`src/sv/rcsgq_pkg.sv`:
```
// shared constants, types and register codes for the crop, scale and gray quantizer
`timescale 1ns / 1ps
`default_nettype none

package rcsgq_pkg;

  // frame geometry
  localparam int unsigned SRC_WIDTH  = 160;
  localparam int unsigned SRC_HEIGHT = 120;
  localparam int unsigned OUT_SIZE   = 96;

  localparam int unsigned CROP_SIDE = (SRC_HEIGHT <= SRC_WIDTH) ? SRC_HEIGHT : SRC_WIDTH;
  localparam int unsigned CROP_X    = (SRC_WIDTH - CROP_SIDE) / 2;
  localparam int unsigned CROP_Y    = (SRC_HEIGHT - CROP_SIDE) / 2;

  // per-target step of the source position: whole part and remainder
  localparam int unsigned STEP_Q = CROP_SIDE / OUT_SIZE;
  localparam int unsigned STEP_R = CROP_SIDE % OUT_SIZE;

  localparam int unsigned COL_W = $clog2(SRC_WIDTH);
  localparam int unsigned ROW_W = $clog2(SRC_HEIGHT);
  localparam int unsigned TGT_W = (OUT_SIZE > 1) ? $clog2(OUT_SIZE) : 1;

  // field widths
  localparam int unsigned PIX_W     = 16;
  localparam int unsigned GRAY_W    = 8;
  localparam int unsigned Q_W       = 8;
  localparam int unsigned IDX_W     = 14;
  localparam int unsigned SCALE_W   = 32;
  localparam int unsigned ZP_W      = 8;
  localparam int unsigned CFG_IDX_W = 1;
  localparam int unsigned CFG_DAT_W = 32;
  localparam int unsigned S_TDATA_W = 16;
  localparam int unsigned M_TDATA_W = 24;

  // arithmetic
  localparam int unsigned LUMA_W  = 16;
  localparam int unsigned WPROD_W = 24;
  localparam int unsigned PROD_W  = GRAY_W + SCALE_W;
  localparam int unsigned RND_W   = PROD_W - 16;
  localparam int unsigned CLMP_W  = 10;
  localparam int unsigned QSUM_W  = 12;

  localparam logic [LUMA_W-1:0]  LUMA_R     = 16'd19595;
  localparam logic [LUMA_W-1:0]  LUMA_G     = 16'd38470;
  localparam logic [LUMA_W-1:0]  LUMA_B     = 16'd7471;
  localparam logic [PROD_W-1:0]  ROUND_HALF = 40'h0000008000;
  localparam logic [CLMP_W-1:0]  CLAMP_MAX  = 10'd1000;
  localparam logic signed [QSUM_W-1:0] Q_MAX = 12'sd127;
  localparam logic signed [QSUM_W-1:0] Q_MIN = -12'sd128;

  // register codes and reset values
  localparam logic [CFG_IDX_W-1:0] CFG_INV_SCALE   = 1'b0;
  localparam logic [CFG_IDX_W-1:0] CFG_ZERO_OFFSET = 1'b1;
  localparam logic [SCALE_W-1:0]   INV_SCALE_RST   = 32'd65536;
  localparam logic [ZP_W-1:0]      ZERO_OFFSET_RST = 8'h80;

  localparam logic [IDX_W-1:0] LAST_INDEX = IDX_W'(OUT_SIZE * OUT_SIZE - 1);

  // controller to datapath: one selected pixel
  typedef struct packed {
    logic             push;
    logic [IDX_W-1:0] index;
    logic             last;
  } cmd_t;

  // datapath to controller
  typedef struct packed {
    logic advance;
  } dp_status_t;

  // register write request
  typedef struct packed {
    logic                 valid;
    logic [CFG_IDX_W-1:0] index;
    logic [CFG_DAT_W-1:0] data;
  } cfg_wr_t;

endpackage

`default_nettype wire

```
`src/sv/rcsgq_ctrl.sv`:
```
// controller: frame position tracking and output pixel selection
`timescale 1ns / 1ps
`default_nettype none

module rcsgq_ctrl import rcsgq_pkg::*; (
  input  wire logic       clk_i,
  input  wire logic       rst_ni,
  input  wire logic       s_valid_i,
  input  wire logic       frame_start_i,
  input  wire dp_status_t status_i,
  output logic            s_ready_o,
  output cmd_t            cmd_o
);

  typedef enum logic [1:0] {
    ST_SCAN = 2'b01,
    ST_HOLD = 2'b10
  } state_e;

  state_e             state_q, state_d;
  logic [COL_W-1:0]   scol_q, scol_d;
  logic [ROW_W-1:0]   srow_q, srow_d;
  logic [TGT_W-1:0]   tcol_q, tcol_d;
  logic [TGT_W-1:0]   trow_q, trow_d;
  logic [COL_W-1:0]   wcol_q, wcol_d;
  logic [ROW_W-1:0]   wrow_q, wrow_d;
  logic [TGT_W-1:0]   crem_q, crem_d;
  logic [TGT_W-1:0]   rrem_q, rrem_d;
  logic [IDX_W-1:0]   idx_q, idx_d;
  logic               accept;
  logic               hit;
  logic [COL_W:0]     wcol_sum;
  logic [ROW_W:0]     wrow_sum;
  logic [TGT_W:0]     crem_sum;
  logic [TGT_W:0]     rrem_sum;

  assign s_ready_o = status_i.advance;
  assign accept    = s_valid_i && status_i.advance;

  always_comb begin
    // a frame start restarts everything before the pixel is looked at
    if (frame_start_i) begin
      state_d = ST_SCAN;
      scol_d  = '0;
      srow_d  = '0;
      tcol_d  = '0;
      trow_d  = '0;
      wcol_d  = COL_W'(CROP_X);
      wrow_d  = ROW_W'(CROP_Y);
      crem_d  = '0;
      rrem_d  = '0;
      idx_d   = '0;
    end else begin
      state_d = state_q;
      scol_d  = scol_q;
      srow_d  = srow_q;
      tcol_d  = tcol_q;
      trow_d  = trow_q;
      wcol_d  = wcol_q;
      wrow_d  = wrow_q;
      crem_d  = crem_q;
      rrem_d  = rrem_q;
      idx_d   = idx_q;
    end

    hit = (state_d == ST_SCAN) && (scol_d == wcol_d) && (srow_d == wrow_d);

    cmd_o.push  = accept && hit;
    cmd_o.index = idx_d;
    cmd_o.last  = (tcol_d == TGT_W'(OUT_SIZE - 1)) && (trow_d == TGT_W'(OUT_SIZE - 1));

    wcol_sum = {1'b0, wcol_d} + (COL_W+1)'(STEP_Q);
    crem_sum = {1'b0, crem_d} + (TGT_W+1)'(STEP_R);
    if (crem_sum >= (TGT_W+1)'(OUT_SIZE)) begin
      crem_sum = crem_sum - (TGT_W+1)'(OUT_SIZE);
      wcol_sum = wcol_sum + 1'b1;
    end
    wrow_sum = {1'b0, wrow_d} + (ROW_W+1)'(STEP_Q);
    rrem_sum = {1'b0, rrem_d} + (TGT_W+1)'(STEP_R);
    if (rrem_sum >= (TGT_W+1)'(OUT_SIZE)) begin
      rrem_sum = rrem_sum - (TGT_W+1)'(OUT_SIZE);
      wrow_sum = wrow_sum + 1'b1;
    end

    if (state_d == ST_SCAN) begin
      if (hit) begin
        idx_d = idx_d + 1'b1;
        if (tcol_d == TGT_W'(OUT_SIZE - 1)) begin
          tcol_d = '0;
          wcol_d = COL_W'(CROP_X);
          crem_d = '0;
          if (trow_d == TGT_W'(OUT_SIZE - 1)) begin
            state_d = ST_HOLD;
          end else begin
            trow_d = trow_d + 1'b1;
            wrow_d = wrow_sum[ROW_W-1:0];
            rrem_d = rrem_sum[TGT_W-1:0];
          end
        end else begin
          tcol_d = tcol_d + 1'b1;
          wcol_d = wcol_sum[COL_W-1:0];
          crem_d = crem_sum[TGT_W-1:0];
        end
      end
      // advance the source position, frame end parks the controller
      if (scol_d == COL_W'(SRC_WIDTH - 1)) begin
        scol_d = '0;
        if (srow_d == ROW_W'(SRC_HEIGHT - 1)) begin
          state_d = ST_HOLD;
        end else begin
          srow_d = srow_d + 1'b1;
        end
      end else begin
        scol_d = scol_d + 1'b1;
      end
    end
  end

  always_ff @(posedge clk_i or negedge rst_ni) begin
    if (!rst_ni) begin
      state_q <= ST_SCAN;
      scol_q  <= '0;
      srow_q  <= '0;
      tcol_q  <= '0;
      trow_q  <= '0;
      wcol_q  <= COL_W'(CROP_X);
      wrow_q  <= ROW_W'(CROP_Y);
      crem_q  <= '0;
      rrem_q  <= '0;
      idx_q   <= '0;
    end else if (accept) begin
      state_q <= state_d;
      scol_q  <= scol_d;
      srow_q  <= srow_d;
      tcol_q  <= tcol_d;
      trow_q  <= trow_d;
      wcol_q  <= wcol_d;
      wrow_q  <= wrow_d;
      crem_q  <= crem_d;
      rrem_q  <= rrem_d;
      idx_q   <= idx_d;
    end
  end

endmodule

`default_nettype wire

```
`src/sv/rcsgq_dp.sv`:
```
// datapath: luma weighting, scaling, rounding, saturation and output register
`timescale 1ns / 1ps
`default_nettype none

module rcsgq_dp import rcsgq_pkg::*; (
  input  wire logic             clk_i,
  input  wire logic             rst_ni,
  input  wire logic [PIX_W-1:0] pixel_i,
  input  wire cmd_t             cmd_i,
  input  wire cfg_wr_t          cfg_i,
  input  wire logic             m_ready_i,
  output dp_status_t            status_o,
  output logic                  m_valid_o,
  output logic [Q_W-1:0]        m_gray_o,
  output logic [IDX_W-1:0]      m_index_o,
  output logic                  m_last_o
);

  logic                 advance;
  logic [SCALE_W-1:0]   inv_scale_q;
  logic [ZP_W-1:0]      zero_off_q;

  logic                 v1_q, v2_q, v3_q, v4_q;
  logic [IDX_W-1:0]     idx1_q, idx2_q, idx3_q, idx4_q;
  logic                 last1_q, last2_q, last3_q, last4_q;

  logic [7:0]           r8, g8, b8;
  logic [WPROD_W-1:0]   pr_q, pg_q, pb_q;
  logic [WPROD_W+1:0]   lsum;
  logic [GRAY_W-1:0]    gray_q;
  logic [PROD_W-1:0]    prod_q;
  logic [PROD_W-1:0]    rsum;
  logic [RND_W-1:0]     rnd;
  logic [CLMP_W-1:0]    clamped;
  logic signed [QSUM_W-1:0] qsum;
  logic [Q_W-1:0]       q_d, q_q;

  assign advance          = !v4_q || m_ready_i;
  assign status_o.advance = advance;

  // registers
  always_ff @(posedge clk_i or negedge rst_ni) begin
    if (!rst_ni) begin
      inv_scale_q <= INV_SCALE_RST;
      zero_off_q  <= ZERO_OFFSET_RST;
    end else if (cfg_i.valid) begin
      unique case (cfg_i.index)
        CFG_INV_SCALE:   inv_scale_q <= cfg_i.data[SCALE_W-1:0];
        CFG_ZERO_OFFSET: zero_off_q  <= cfg_i.data[ZP_W-1:0];
        default: ;
      endcase
    end
  end

  // expand to 8 bit channels
  assign r8 = {pixel_i[15:11], 3'b000};
  assign g8 = {pixel_i[10:5], 2'b00};
  assign b8 = {pixel_i[4:0], 3'b000};

  assign lsum = {2'b00, pr_q} + {2'b00, pg_q} + {2'b00, pb_q};

  // round half up, clamp, add zero point, saturate to int8
  always_comb begin
    rsum    = prod_q + ROUND_HALF;
    rnd     = rsum[PROD_W-1:16];
    clamped = (rnd > RND_W'(CLAMP_MAX)) ? CLAMP_MAX : rnd[CLMP_W-1:0];
    qsum    = $signed({2'b00, clamped})
              + $signed({{(QSUM_W-ZP_W){zero_off_q[ZP_W-1]}}, zero_off_q});
    priority if (qsum > Q_MAX) begin
      q_d = Q_MAX[Q_W-1:0];
    end else if (qsum < Q_MIN) begin
      q_d = Q_MIN[Q_W-1:0];
    end else begin
      q_d = qsum[Q_W-1:0];
    end
  end

  always_ff @(posedge clk_i or negedge rst_ni) begin
    if (!rst_ni) begin
      v1_q <= 1'b0;
      v2_q <= 1'b0;
      v3_q <= 1'b0;
      v4_q <= 1'b0;
    end else if (advance) begin
      v1_q <= cmd_i.push;
      v2_q <= v1_q;
      v3_q <= v2_q;
      v4_q <= v3_q;
    end
  end

  always_ff @(posedge clk_i) begin
    if (advance) begin
      pr_q    <= {16'b0, r8} * {8'b0, LUMA_R};
      pg_q    <= {16'b0, g8} * {8'b0, LUMA_G};
      pb_q    <= {16'b0, b8} * {8'b0, LUMA_B};
      idx1_q  <= cmd_i.index;
      last1_q <= cmd_i.last;
      gray_q  <= lsum[23:16];
      idx2_q  <= idx1_q;
      last2_q <= last1_q;
      prod_q  <= {{SCALE_W{1'b0}}, gray_q} * {{GRAY_W{1'b0}}, inv_scale_q};
      idx3_q  <= idx2_q;
      last3_q <= last2_q;
      q_q     <= q_d;
      idx4_q  <= idx3_q;
      last4_q <= last3_q;
    end
  end

  assign m_valid_o = v4_q;
  assign m_gray_o  = q_q;
  assign m_index_o = idx4_q;
  assign m_last_o  = last4_q;

endmodule

`default_nettype wire

```
`src/sv/rgb565_crop_scale_gray_quantizer_top.sv`:
```
// top level: center crop, nearest-neighbor downscale and int8 grayscale quantizer
//
//  channel  dir  handshake                  payload
//  s_axis   in   s_axis_tvalid/tready       tdata[15:0] pixel_rgb565, tuser frame_start
//  m_axis   out  m_axis_tvalid/tready       tdata[7:0] gray_q, [21:8] out_index, tlast
//  cfg      in   cfg_valid/cfg_ready        cfg_index (0 inv_scale_q16, 1 zero_offset), data
//
// one pixel is taken every cycle while s_axis_tready is high; a selected pixel reaches
// m_axis via the four-stage datapath (luma weights, sum, 8x32 scale multiply, round and
// saturate), which moves as one: a held result stalls all stages and drops s_axis_tready
// reset clears position counters and stage valids and loads the register reset values
// cfg writes are taken every cycle and also reach pixels still in the pipeline,
// so they belong in gaps where no pixel is in flight
`timescale 1ns / 1ps
`default_nettype none

module rgb565_crop_scale_gray_quantizer_top import rcsgq_pkg::*; (
  input  wire logic                 clk_i,
  input  wire logic                 rst_ni,
  // pixel requests
  input  wire logic                 s_axis_tvalid_i,
  output logic                      s_axis_tready_o,
  input  wire logic [S_TDATA_W-1:0] s_axis_tdata_i,  // [15:0] pixel_rgb565
  input  wire logic                 s_axis_tuser_i,  // [0] frame_start
  // quantized results
  output logic                      m_axis_tvalid_o,
  input  wire logic                 m_axis_tready_i,
  output logic [M_TDATA_W-1:0]      m_axis_tdata_o,  // [7:0] gray_q, [21:8] out_index, pad
  output logic                      m_axis_tlast_o,  // frame_last
  // register writes
  input  wire logic                 cfg_valid_i,
  output logic                      cfg_ready_o,
  input  wire logic [CFG_IDX_W-1:0] cfg_index_i,
  input  wire logic [CFG_DAT_W-1:0] cfg_data_i
);

  cmd_t       cmd;
  dp_status_t status;
  cfg_wr_t    cfg_wr;
  logic [Q_W-1:0]   gray;
  logic [IDX_W-1:0] index;

  // register writes never wait
  assign cfg_ready_o  = 1'b1;
  assign cfg_wr.valid = cfg_valid_i;
  assign cfg_wr.index = cfg_index_i;
  assign cfg_wr.data  = cfg_data_i;

  // position tracking decides which pixels become results
  rcsgq_ctrl u_ctrl (
    .clk_i         (clk_i),
    .rst_ni        (rst_ni),
    .s_valid_i     (s_axis_tvalid_i),
    .frame_start_i (s_axis_tuser_i),
    .status_i      (status),
    .s_ready_o     (s_axis_tready_o),
    .cmd_o         (cmd)
  );

  // gray conversion and quantization pipeline
  rcsgq_dp u_dp (
    .clk_i     (clk_i),
    .rst_ni    (rst_ni),
    .pixel_i   (s_axis_tdata_i[PIX_W-1:0]),
    .cmd_i     (cmd),
    .cfg_i     (cfg_wr),
    .m_ready_i (m_axis_tready_i),
    .status_o  (status),
    .m_valid_o (m_axis_tvalid_o),
    .m_gray_o  (gray),
    .m_index_o (index),
    .m_last_o  (m_axis_tlast_o)
  );

  // pack result fields, lowest field first
  assign m_axis_tdata_o = {(M_TDATA_W - Q_W - IDX_W)'(0), index, gray};

endmodule

`default_nettype wire

```
`config.mk`:
```
export PLATFORM = sky130hd
export DESIGN_NAME = rgb565_crop_scale_gray_quantizer_top
export DESIGN_NICKNAME = d
export VERILOG_FILES = /design/src/sv/rcsgq_pkg.sv /design/src/sv/rcsgq_ctrl.sv /design/src/sv/rcsgq_dp.sv /design/src/sv/rgb565_crop_scale_gray_quantizer_top.sv
export SDC_FILE = /design/constraint.sdc
export NUM_CORES = 1
export LEC_CHECK = 0
export BUFFER_PORTS_ARGS = -buffer_cell sky130_fd_sc_hd__buf_2
export CORE_AREA = 2 2 194 234
export DETAILED_ROUTE_END_ITERATION = 12
export DIE_AREA = 0 0 196 236
export GPL_TIMING_DRIVEN = 0
export PLACE_DENSITY = 0.74
export SYNTH_ARGS = -nofsm -noshare
export SYNTH_HDL_FRONTEND = slang
export SYNTH_HIERARCHICAL = 1
export SYNTH_SLANG_ARGS = --single-unit
```
`constraint.sdc`:
```
create_clock -name clk_i -period 7.6 [get_ports clk_i]
set_clock_uncertainty 0.2 [all_clocks]
set_input_delay 1.52 -clock clk_i [delete_from_list [all_inputs] [get_ports clk_i]]
set_output_delay 1.52 -clock clk_i [all_outputs]
set_load 0.02 [all_outputs]
```
-- After elaboration in Yosys (flattened, before gate mapping)
Cells that the tools add are included.
- mux-type cells: 50
- multipliers: 4
- order comparisons: 5
- $add $sub $neg: 17
- equality and inequality tests: 7
- reduce and logical (&&, ||, !) cells: 9
- bitwise operators: 1
- operators by type and width (kind ; count):
    two-way mux 7 bit ; 30
    two-way mux 8 bit ; 9
    two-way mux 14 bit ; 3
    adder 40 x 16 -> 40 bit, second input constant ; 1
    multiplier 8 x 32 -> 40 bit ; 1
    adder 7 x 1 -> 7 bit, second input constant ; 5
    adder 23 x 24 -> 24 bit ; 1
    adder 24 x 21 -> 24 bit ; 1
    adder 8 x 1 -> 8 bit, second input constant ; 3
    greater-than comparator 24 x 10 -> 1 bit, second input constant ; 1
    == test 7 bit, second input constant ; 3
    multiplier 6 x 15 -> 21 bit, second input constant ; 1
    multiplier 5 x 15 -> 20 bit, second input constant ; 1
    multiplier 5 x 13 -> 18 bit, second input constant ; 1
    adder 7 x 5 -> 8 bit, second input constant ; 2
    greater-or-equal comparator 8 x 7 -> 1 bit, second input constant ; 2
    adder 14 x 1 -> 14 bit, second input constant ; 1
    two-way mux 2 bit ; 7
    subtractor 7 bit, second input constant ; 2
    adder 11 x 8 -> 12 bit ; 1
    greater-than comparator 12 x 8 -> 1 bit, second input constant ; 1
    < comparator 12 x 8 -> 1 bit, second input constant ; 1
    two-way mux 10 bit ; 1
    == test 8 bit ; 1
    other kinds (8) ; 13
- register bits after elaboration: 293
- output and inout bits: 28
- bits of input ports: 55

-- Depth between registers and ports, before layout
Gate-level depths: netlist (run 1).
- depth after elaboration: 8
- gate-level depth with buffers: 21

-- Modules after synthesis
Netlist (run 1), hierarchy kept.
- modules (own cells, without submodules) (module ; area each (µm²) ; sequential area each (µm²) ; cells an instance ; times used):
    rcsgq_dp ; 19044.5 ; 5908.2 ; 1750 ; 1
    rcsgq_ctrl ; 4842.1 ; 1705.4 ; 589 ; 1
    rgb565_crop_scale_gray_quantizer_top ; 30.0 ; 0.0 ; 5 ; 1

-- Worst setup path before layout (run 1)
No wires, ideal clock.
- path type: input-to-output
- start point: input port m_axis_tready_i
- end point: output port s_axis_tready_o
- slack: -0.228 ns
- buffers on the path: 1
- arrival: 6.108 ns
- data required time: 5.880 ns
- cell stages on the path: 2
- path through: nand2b_1 buf_4
- cells in the longest elaborated chain, start to end: 1
- RTL lines (what ; RTL line ; text):
    start, declared ; rgb565_crop_scale_gray_quantizer_top.sv:27 ; input wire logic m_axis_tready_i,
    logical OR 1 bit ; rcsgq_dp.sv:38 ; assign advance = !v4_q || m_ready_i;
    end, declared ; rgb565_crop_scale_gray_quantizer_top.sv:22 ; output logic s_axis_tready_o,
No other way between the ends.

-- Worst setup path after layout (run 1)
- start point: register u_dp.gray_q[7]
- end point: register u_dp.prod_q[36] (data pin)
- cells in the longest elaborated chain, start to end: 1
- RTL lines (what ; RTL line ; text):
    start, declared ; rcsgq_dp.sv:30 ; logic [GRAY_W-1:0] gray_q;
    start signal, assigned ; rcsgq_dp.sv:99 ; gray_q <= lsum[23:16];
    multiplier 8 x 32 -> 40 bit ; rcsgq_dp.sv:102 ; prod_q <= {{SCALE_W{1'b0}}, gray_q} * {{GRAY_W{1'b0}}, inv_scale_q};
    end signal, assigned ; rcsgq_dp.sv:102 ;
    end, declared ; rcsgq_dp.sv:31 ; logic [PROD_W-1:0] prod_q;
No other way between the ends.
A chain may end at the register's enable or synchronous reset.

==> impl_results.md, run 1 <==
- Share of cells above drive strength 1: under 10%
- Ports: 83
- Filler cell count: about 3,700
- Remaining routing DRC violations: 0
- Outcome: finished, final reports clean
- Die Span Y: 236 um
- Core Area: approximately 44,000 sq um
- Worst rel slew slack: 43.79%
- Time the worst path needs with I/O delays and setup: 6.256 ns
- GPL Wtd Cong: about 0.89
- R2R cell count: 17
- Worst-Skew Late Latency: 0.59 ns
- Post-synth top cells: 265 x nand2_1, 262 x inv_1, 219 x fa_1
- Sequential Area: 7614 sq um
- CP endpoint kind: flop
- Via density: 5.760
- Port-buffer cells: 79
- Cells after Synth: 2,344
- RSZ-0062 raised after global routing: false
- Cell taking the most area after synthesis: edfxtp_1
- Top_reg_cell synth: edfxtp_1
- Tcrit/Tclk final: 82.31%
- First-pass GRT wire length: between 90,000 and 100,000 um
- Fin. Hold Viols: 0
- Most used cell, CP: fa_1
- Worst-Margin Slew: 0.8432 ns
- Site Rows: 85
- Tot GR Track Use: 24.29%
- Layout Nets: 2,951
- DP HPWL: 42,720 um
- Multi-input gate area: 14,940 sq um
- Slowest cell on crit path: fa_1
- Vias in the first global route: 18,020
- Post-synth EDFFs: 160
- WHS Path Cells: 0
- CTS root buf: clkbuf_16
- Wirelength, routed: 55,190 um
- DRT Pass-1 Iters: 5
- Clock-pin slew on the worst setup and hold paths: 0.06 ns
- Total number of vias: 17,560
- Htree depth: 1
- Crit-path cells: clkbuf_1 > nand2_1 > fa_1 > inv_1 > fa_1 > fa_1 > fa_1 > ha_1 > a211oi_1 > o211ai_1 > o211ai_1 > o21ai_2 > a211o_1 > a32o_2 > a21oi_1 > o311ai_1 > xor2_1
- Synthesized cell area: 23,920 sq um
- Synth area leaders: edfxtp_1 20%, fa_1 18%, ha_1 11%
- Worst EP arrival: 6.35 ns
- Hold crit path type: reg2reg
- Flops & latches, synth: 272
- Post-cts resize count: 0
- Die width: 196 um
- Initial antenna violation count: 0
- Critical path required time: approximately 7.7 ns
- Iter 0 DRT Violations: 979
- Synthesis warning total: 6
- Ant. Diodes: 0
- Cell with the most instances after synthesis: nand2_1
- Final setup margin: ~1.3 ns
- Peak fanout along the critical path: 10
- WL/cell: 18.11 um
- Final setup viols: 0
- Critical Path Source Type: flop
- Routed Antenna Nets: 0
- TritonCTS clock tree: done
- Synth cell types: 90
- Fmax: 159.9 MHz
- Max-cap check violation count: 0
- Overflow after GRT: 0
- Initial Utilization: 54.06%
- Largest net degree at the start of global routing: a little under 90
- Sequential element share of the synthesized area: about a third
- Clock sinks: 272
- Avg Cell Area, Syn: 10.20 sq um
- Kind of critical path: reg2reg
- Setup_tns: 0 ns
- Post-CTS Setup Repair Bufs: 0
- Place WS: 1.389 ns
- Post-route core utilization: 58.88%
- Cts-stage hold buffer count: 0
- Area Overhead vs Synth: 8.920%
- Fin. max-slew vios: 0
- Asr flop ratio synth: 41.18%
- Synth top area share: about a fifth
- Critical Path Max Stage Delay: 0.57 ns
- Clock buffer depth: 3
- Cts bufs inserted: 30
- Die area: around 46,000 sq um
-- cell type report --
cell class / instances / share of cell area (%)
Multi-Input combinational cell: 1720 / 57.35
Buffer: 91 / 1.499
Inverter: 262 / 3.775
Sequential cell: 272 / 29.23
Timing Repair Buffer: 82 / 1.859
Clock inverter: 16 / 0.5091
Tap cell: 565 / 2.714
Clock buffer: 40 / 3.064
-- kinds of logic (layout without fill, tap and decap cells) --
kind of cell | Yosys count | in the layout | share of synthesized area [%]
other cells | 2 | 3 | 0.03140
fa+ha+maj | 437 | 437 | 29.74
compound gates | 310 | 310 | 8.705
buf+inv | 353 | 491 | 5.744
flops | 272 | 272 | 31.83
simple gates | 791 | 791 | 16.85
mux | 58 | 58 | 2.668
xor+xnor | 121 | 121 | 4.431
-- final timing paths --
| check | from | end | slack [ns] |
|---|---|---|---|
| worst max-delay path | u_dp/gray_q[7]$_DFFE_PP_ | u_dp/prod_q[36]$_DFFE_PP_ | 1.34 |
| worst min-delay path | u_dp/idx2_q[12]$_DFFE_PP_ | u_dp/idx3_q[12]$_DFFE_PP_ | 0.22 |
| worst max register to register | u_dp/gray_q[7]$_DFFE_PP_ | u_dp/prod_q[36]$_DFFE_PP_ | 1.34 |
| worst min register to register | u_dp/idx2_q[12]$_DFFE_PP_ | u_dp/idx3_q[12]$_DFFE_PP_ | 0.22 |
| max in group asynchronous | rst_ni | u_ctrl/wcol_q[4]$_DFFE_PN1P_ | 5.83 |
| min in group asynchronous | rst_ni | u_dp/inv_scale_q[10]$_DFFE_PN0P_ | 0.60 |
-- state kept, by name, indices dropped and copies added, names as in the netlist, 18 cells and up --
signal and cells:
u_dp/pr_q 20, u_dp/prod_q 25, u_dp/pb_q 18, u_dp/inv_scale_q 32, u_dp/pg_q 21
-- routing by layer --
metal | vias to the layer above | part of all wire [%] | global-route usage [%]
li1 | 8164 | - | -
met1 | 8691 | 39 | 29.47
met2 | 566 | 52 | 43.85
met3 | 135 | 4.8 | 2.745
met4 | 0 | 3.9 | 10.03
met5 | - | 0 | 0
-- cells in the final DEF, fill, tap and decap left out, types with 6 or more instances in the layout --
cell type	Yosys	final
nand3_1	63	63
xor2_1	53	53
o31ai_1	6	6
nand4b_1	8	8
a21o_1	17	17
nor2_1	102	102
nand2_1	265	265
nor4_1	12	12
clkbuf_16	0	30
edfxtp_1	160	160
and2_1	121	121
inv_1	262	262
nand4_1	18	18
mux2i_1	12	12
xnor2_1	68	68
a21oi_1	79	79
nand2b_1	20	19
or3_1	11	11
o21bai_1	20	20
buf_1	24	24
and3_1	20	20
a31oi_1	15	15
a41oi_1	7	7
ha_1	218	218
nor2b_1	52	52
buf_2	11	89
mux2_2	46	46
clkbuf_1	48	57
fa_1	219	219
or2_2	12	12
o21ai_0	66	66
dfrtp_1	107	107
o21a_1	14	14
o211ai_1	7	7
a211oi_1	11	11
nor3_1	51	51
-- critical path, delay by kind of cell, from the launching register on --
family,cells,cell delay [ns]
xor+xnor,1,0.17
flops,1,0.51
simple gates,1,0.17
compound gates,8,1.90
buf+inv,2,0.56
fa+ha+maj,5,2.45
-- per-stage QoR --
stage	cell area, sq um	hold WS, ns	instances
2_1_floorplan	23920	0.2003	2345
3_3_place_gp	25030	0.2011	2989
3_5_place_dp	25120	0.2045	2992
4_1_cts	26050	0.2194	3048
5_1_grt	26050	0.2239	3048
6_report	26050	0.2189	3048
Power of run 1 is not shown: default switching activity piles up to over one toggle a cycle in this logic, so the estimate is an artifact.
==> inputs of run 2 (changes only) <==
==> constraint.sdc (replaced) <==
create_clock -name clk_i -period 5.15 [get_ports clk_i]
set_clock_uncertainty 0.2 [all_clocks]
set_input_delay 1.03 -clock clk_i [delete_from_list [all_inputs] [get_ports clk_i]]
set_output_delay 1.03 -clock clk_i [all_outputs]
set_load 0.02 [all_outputs]
==> impl_results.md, run 2 (same netlist as run 1, synthesis figures left out) <==
- Die area: 46,260 sq um (unchanged)
- Most used cell, CP: fa_1
- Worst-Margin Slew: 0.8723 ns (+0.02906 ns)
- Fin. Hold Viols: 0 (unchanged)
- Site Rows: 85 (unchanged)
- Clock sinks: 272 (unchanged)
- Hold crit path type: in2async
- Layout Nets: 3,006 (+1.9%)
- Fmax: 178.3 MHz (+12%)
- DP HPWL: 43,220 um (+1.2%)
- Worst-Skew Late Latency: 0.57 ns (-0.02 ns)
- Remaining routing DRC violations: 0 (unchanged)
- Kind of critical path: reg2reg
- Fin. max-slew vios: 0 (unchanged)
- Hold Slack: 0.1251 ns (-0.09381 ns)
- Routed Antenna Nets: 0 (unchanged)
- First-pass GRT wire length: 92,400 um (+2.3%)
- Htree depth: 1 (unchanged)
- Cell Area, Placed: 25,160 sq um (+0.16%)
- Cts-stage hold buffer count: 0 (unchanged)
- CP startpoint: u_dp/gray_q[4]$_DFFE_PP_
- WP buf/inv: 1 (-1)
- TritonCTS clock tree: done
- Ports: 83 (unchanged)
- WL/cell: 18.51 um (+2.2%)
- Iter 0 DRT Violations: 919 (-6.1%)
- Overflow after GRT: 0 (unchanged)
- Initial Utilization: 54.06% (unchanged)
- Worst EP arrival: 5.71 ns (-0.64 ns)
- Share of cells above drive strength 1: 15.65% (+6.1 points)
- Crit path depth: 16 (-1)
- Worst rel slew slack: 41.31% (-2.5 points)
- CTS root buf: clkbuf_16
- Failing checks: setup timing
- GPL Wtd Cong: 0.8837 (-1.2%)
- Final setup margin: -0.4577 ns (-1.802 ns)
- Ant. Diodes: 0 (unchanged)
- Tot GR Track Use: 24.93% (+0.64 points)
- Dpl cells: 2,992 (unchanged)
- Largest net degree at the start of global routing: 90 (+1.1%)
- Tcrit/Tclk final: 108.9% (+27 points)
- Final setup viols: 19 (+19)
- Vias in the first global route: 18,650 (+3.5%)
- R2R cell count: 16 (-1)
- Crit-path cells: clkbuf_8 > and2_1 > fa_1 > fa_1 > fa_1 > fa_1 > ha_4 > a211oi_2 > o211ai_1 > o211ai_1 > o21ai_4 > a211o_4 > a32o_2 > a211oi_2 > o21bai_1 > xor2_1
- Max-cap check violation count: 0 (unchanged)
- Total number of vias: 17,760 (+1.1%)
- Outcome: finished with violations
- Final Non-Filler Cells: 3,102 (+1.8%)
- Largest Register: u_dp/inv_scale_q
- Die Span Y: 236 um (unchanged)
- Port-buffer cells: 79 (unchanged)
- Max reg flops: 32 (unchanged)
- Most frequent cells in the layout: 264 x nand2_1, 262 x inv_1, 212 x fa_1, 203 x ha_1, 160 x edfxtp_1
- Peak fanout along the critical path: 10 (unchanged)
- Largest registers: u_dp/inv_scale_q x32, u_dp/prod_q x25, u_dp/pg_q x21
- Place WS: -0.9696 ns (-2.359 ns)
- Slowest cell on crit path: fa_1
- Die width: 196 um (unchanged)
- Critical Path Max Stage Delay: 0.58 ns (about the same)
- Time the worst path needs with I/O delays and setup: 5.608 ns (-0.6480 ns)
- Initial antenna violation count: 0 (unchanged)
- Cts bufs inserted: 29 (-3.3%)
- CP endpoint kind: flop
- Most common cell after layout, fill and taps aside: nand2_1
- Clock-pin slew on the worst setup and hold paths: 0.07 ns (about the same)
- FF-to-FF Start: u_dp/gray_q[4]$_DFFE_PP_
- Critical Path Source Type: flop
- Wirelength, routed: 57,420 um (+4.0%)
- Filler cell count: 3,464 (-5.5%)
- Clock buffer depth: 3 (unchanged)
- Delay-heaviest family, CP: adder cells
- Area Overhead vs Synth: 13.89%
- DRT Pass-1 Iters: 7 (+2)
- Critical path required time: 5.26 ns (-2.44 ns)
- RSZ-0062 raised after global routing: true
- Via density: 5.724 (-0.63%)
- Core Area: 44,240 sq um (unchanged)
- Design Area, Final: 27,240 sq um (+4.6%)
==> run 2: metrics by stage <==
stage	TNS, ns	utilization [%]
final	-5.589	61.57
after floorplan	0	-
after global routing	-8.850	61.57
after global placement	-75.95	56.66
after detailed placement	-21.00	56.87
after CTS	-5.007	60.71
==> run 2: path summary, 6_finish.rpt <==
| check | end | slack, ns |
|---|---|---|
| worst min register to register | u_dp/m_index_o[5]$_DFFE_PP_ | 0.21 |
| min in group clk_i | u_dp/m_index_o[5]$_DFFE_PP_ | 0.21 |
| worst max register to register | u_dp/prod_q[33]$_DFFE_PP_ | -0.46 |
| worst max-delay path | u_dp/prod_q[33]$_DFFE_PP_ | -0.46 |
| max in group asynchronous | u_ctrl/wcol_q[2]$_DFFE_PN1P_ | 3.86 |
| worst min-delay path | u_dp/inv_scale_q[6]$_DFFE_PN0P_ | 0.13 |
==> run 2: final cells by class <==
cell class | instances | area, sq um | area share (%)
Multi-Input combinational cell | 1720 | 15440 | 56.70
Sequential cell | 272 | 7614 | 27.95
Timing Repair Buffer | 144 | 989.7 | 3.633
Inverter | 262 | 983.4 | 3.610
Clock buffer | 32 | 757.0 | 2.779
Tap cell | 565 | 706.9 | 2.595
Buffer | 85 | 529.3 | 1.943
Clock inverter | 22 | 214.0 | 0.7855
==> run 2: timing repair <==
item | in CTS | in global routing
pin swaps | 55 | 50
gates cloned | 0 | 0
setup buffers | 36 | 26
setup endpoints to repair | 32 | 30
resized for setup | 93 | 53
==> run 2: layer usage <==
| layer | vias to the layer above | share of wire (%) | wire (um) | track usage (%) |
|---|---|---|---|---|
| met4 | 0 | 5.9 | 3382 | 14.07 |
| li1 | 8272 | - | - | - |
| met5 | - | 0 | 0 | 0 |
| met1 | 8736 | 38 | 22050 | 29.19 |
| met2 | 562 | 51 | 29200 | 44.21 |
| met3 | 185 | 4.9 | 2786 | 3.117 |
Power of run 2 is left out for the same reason.
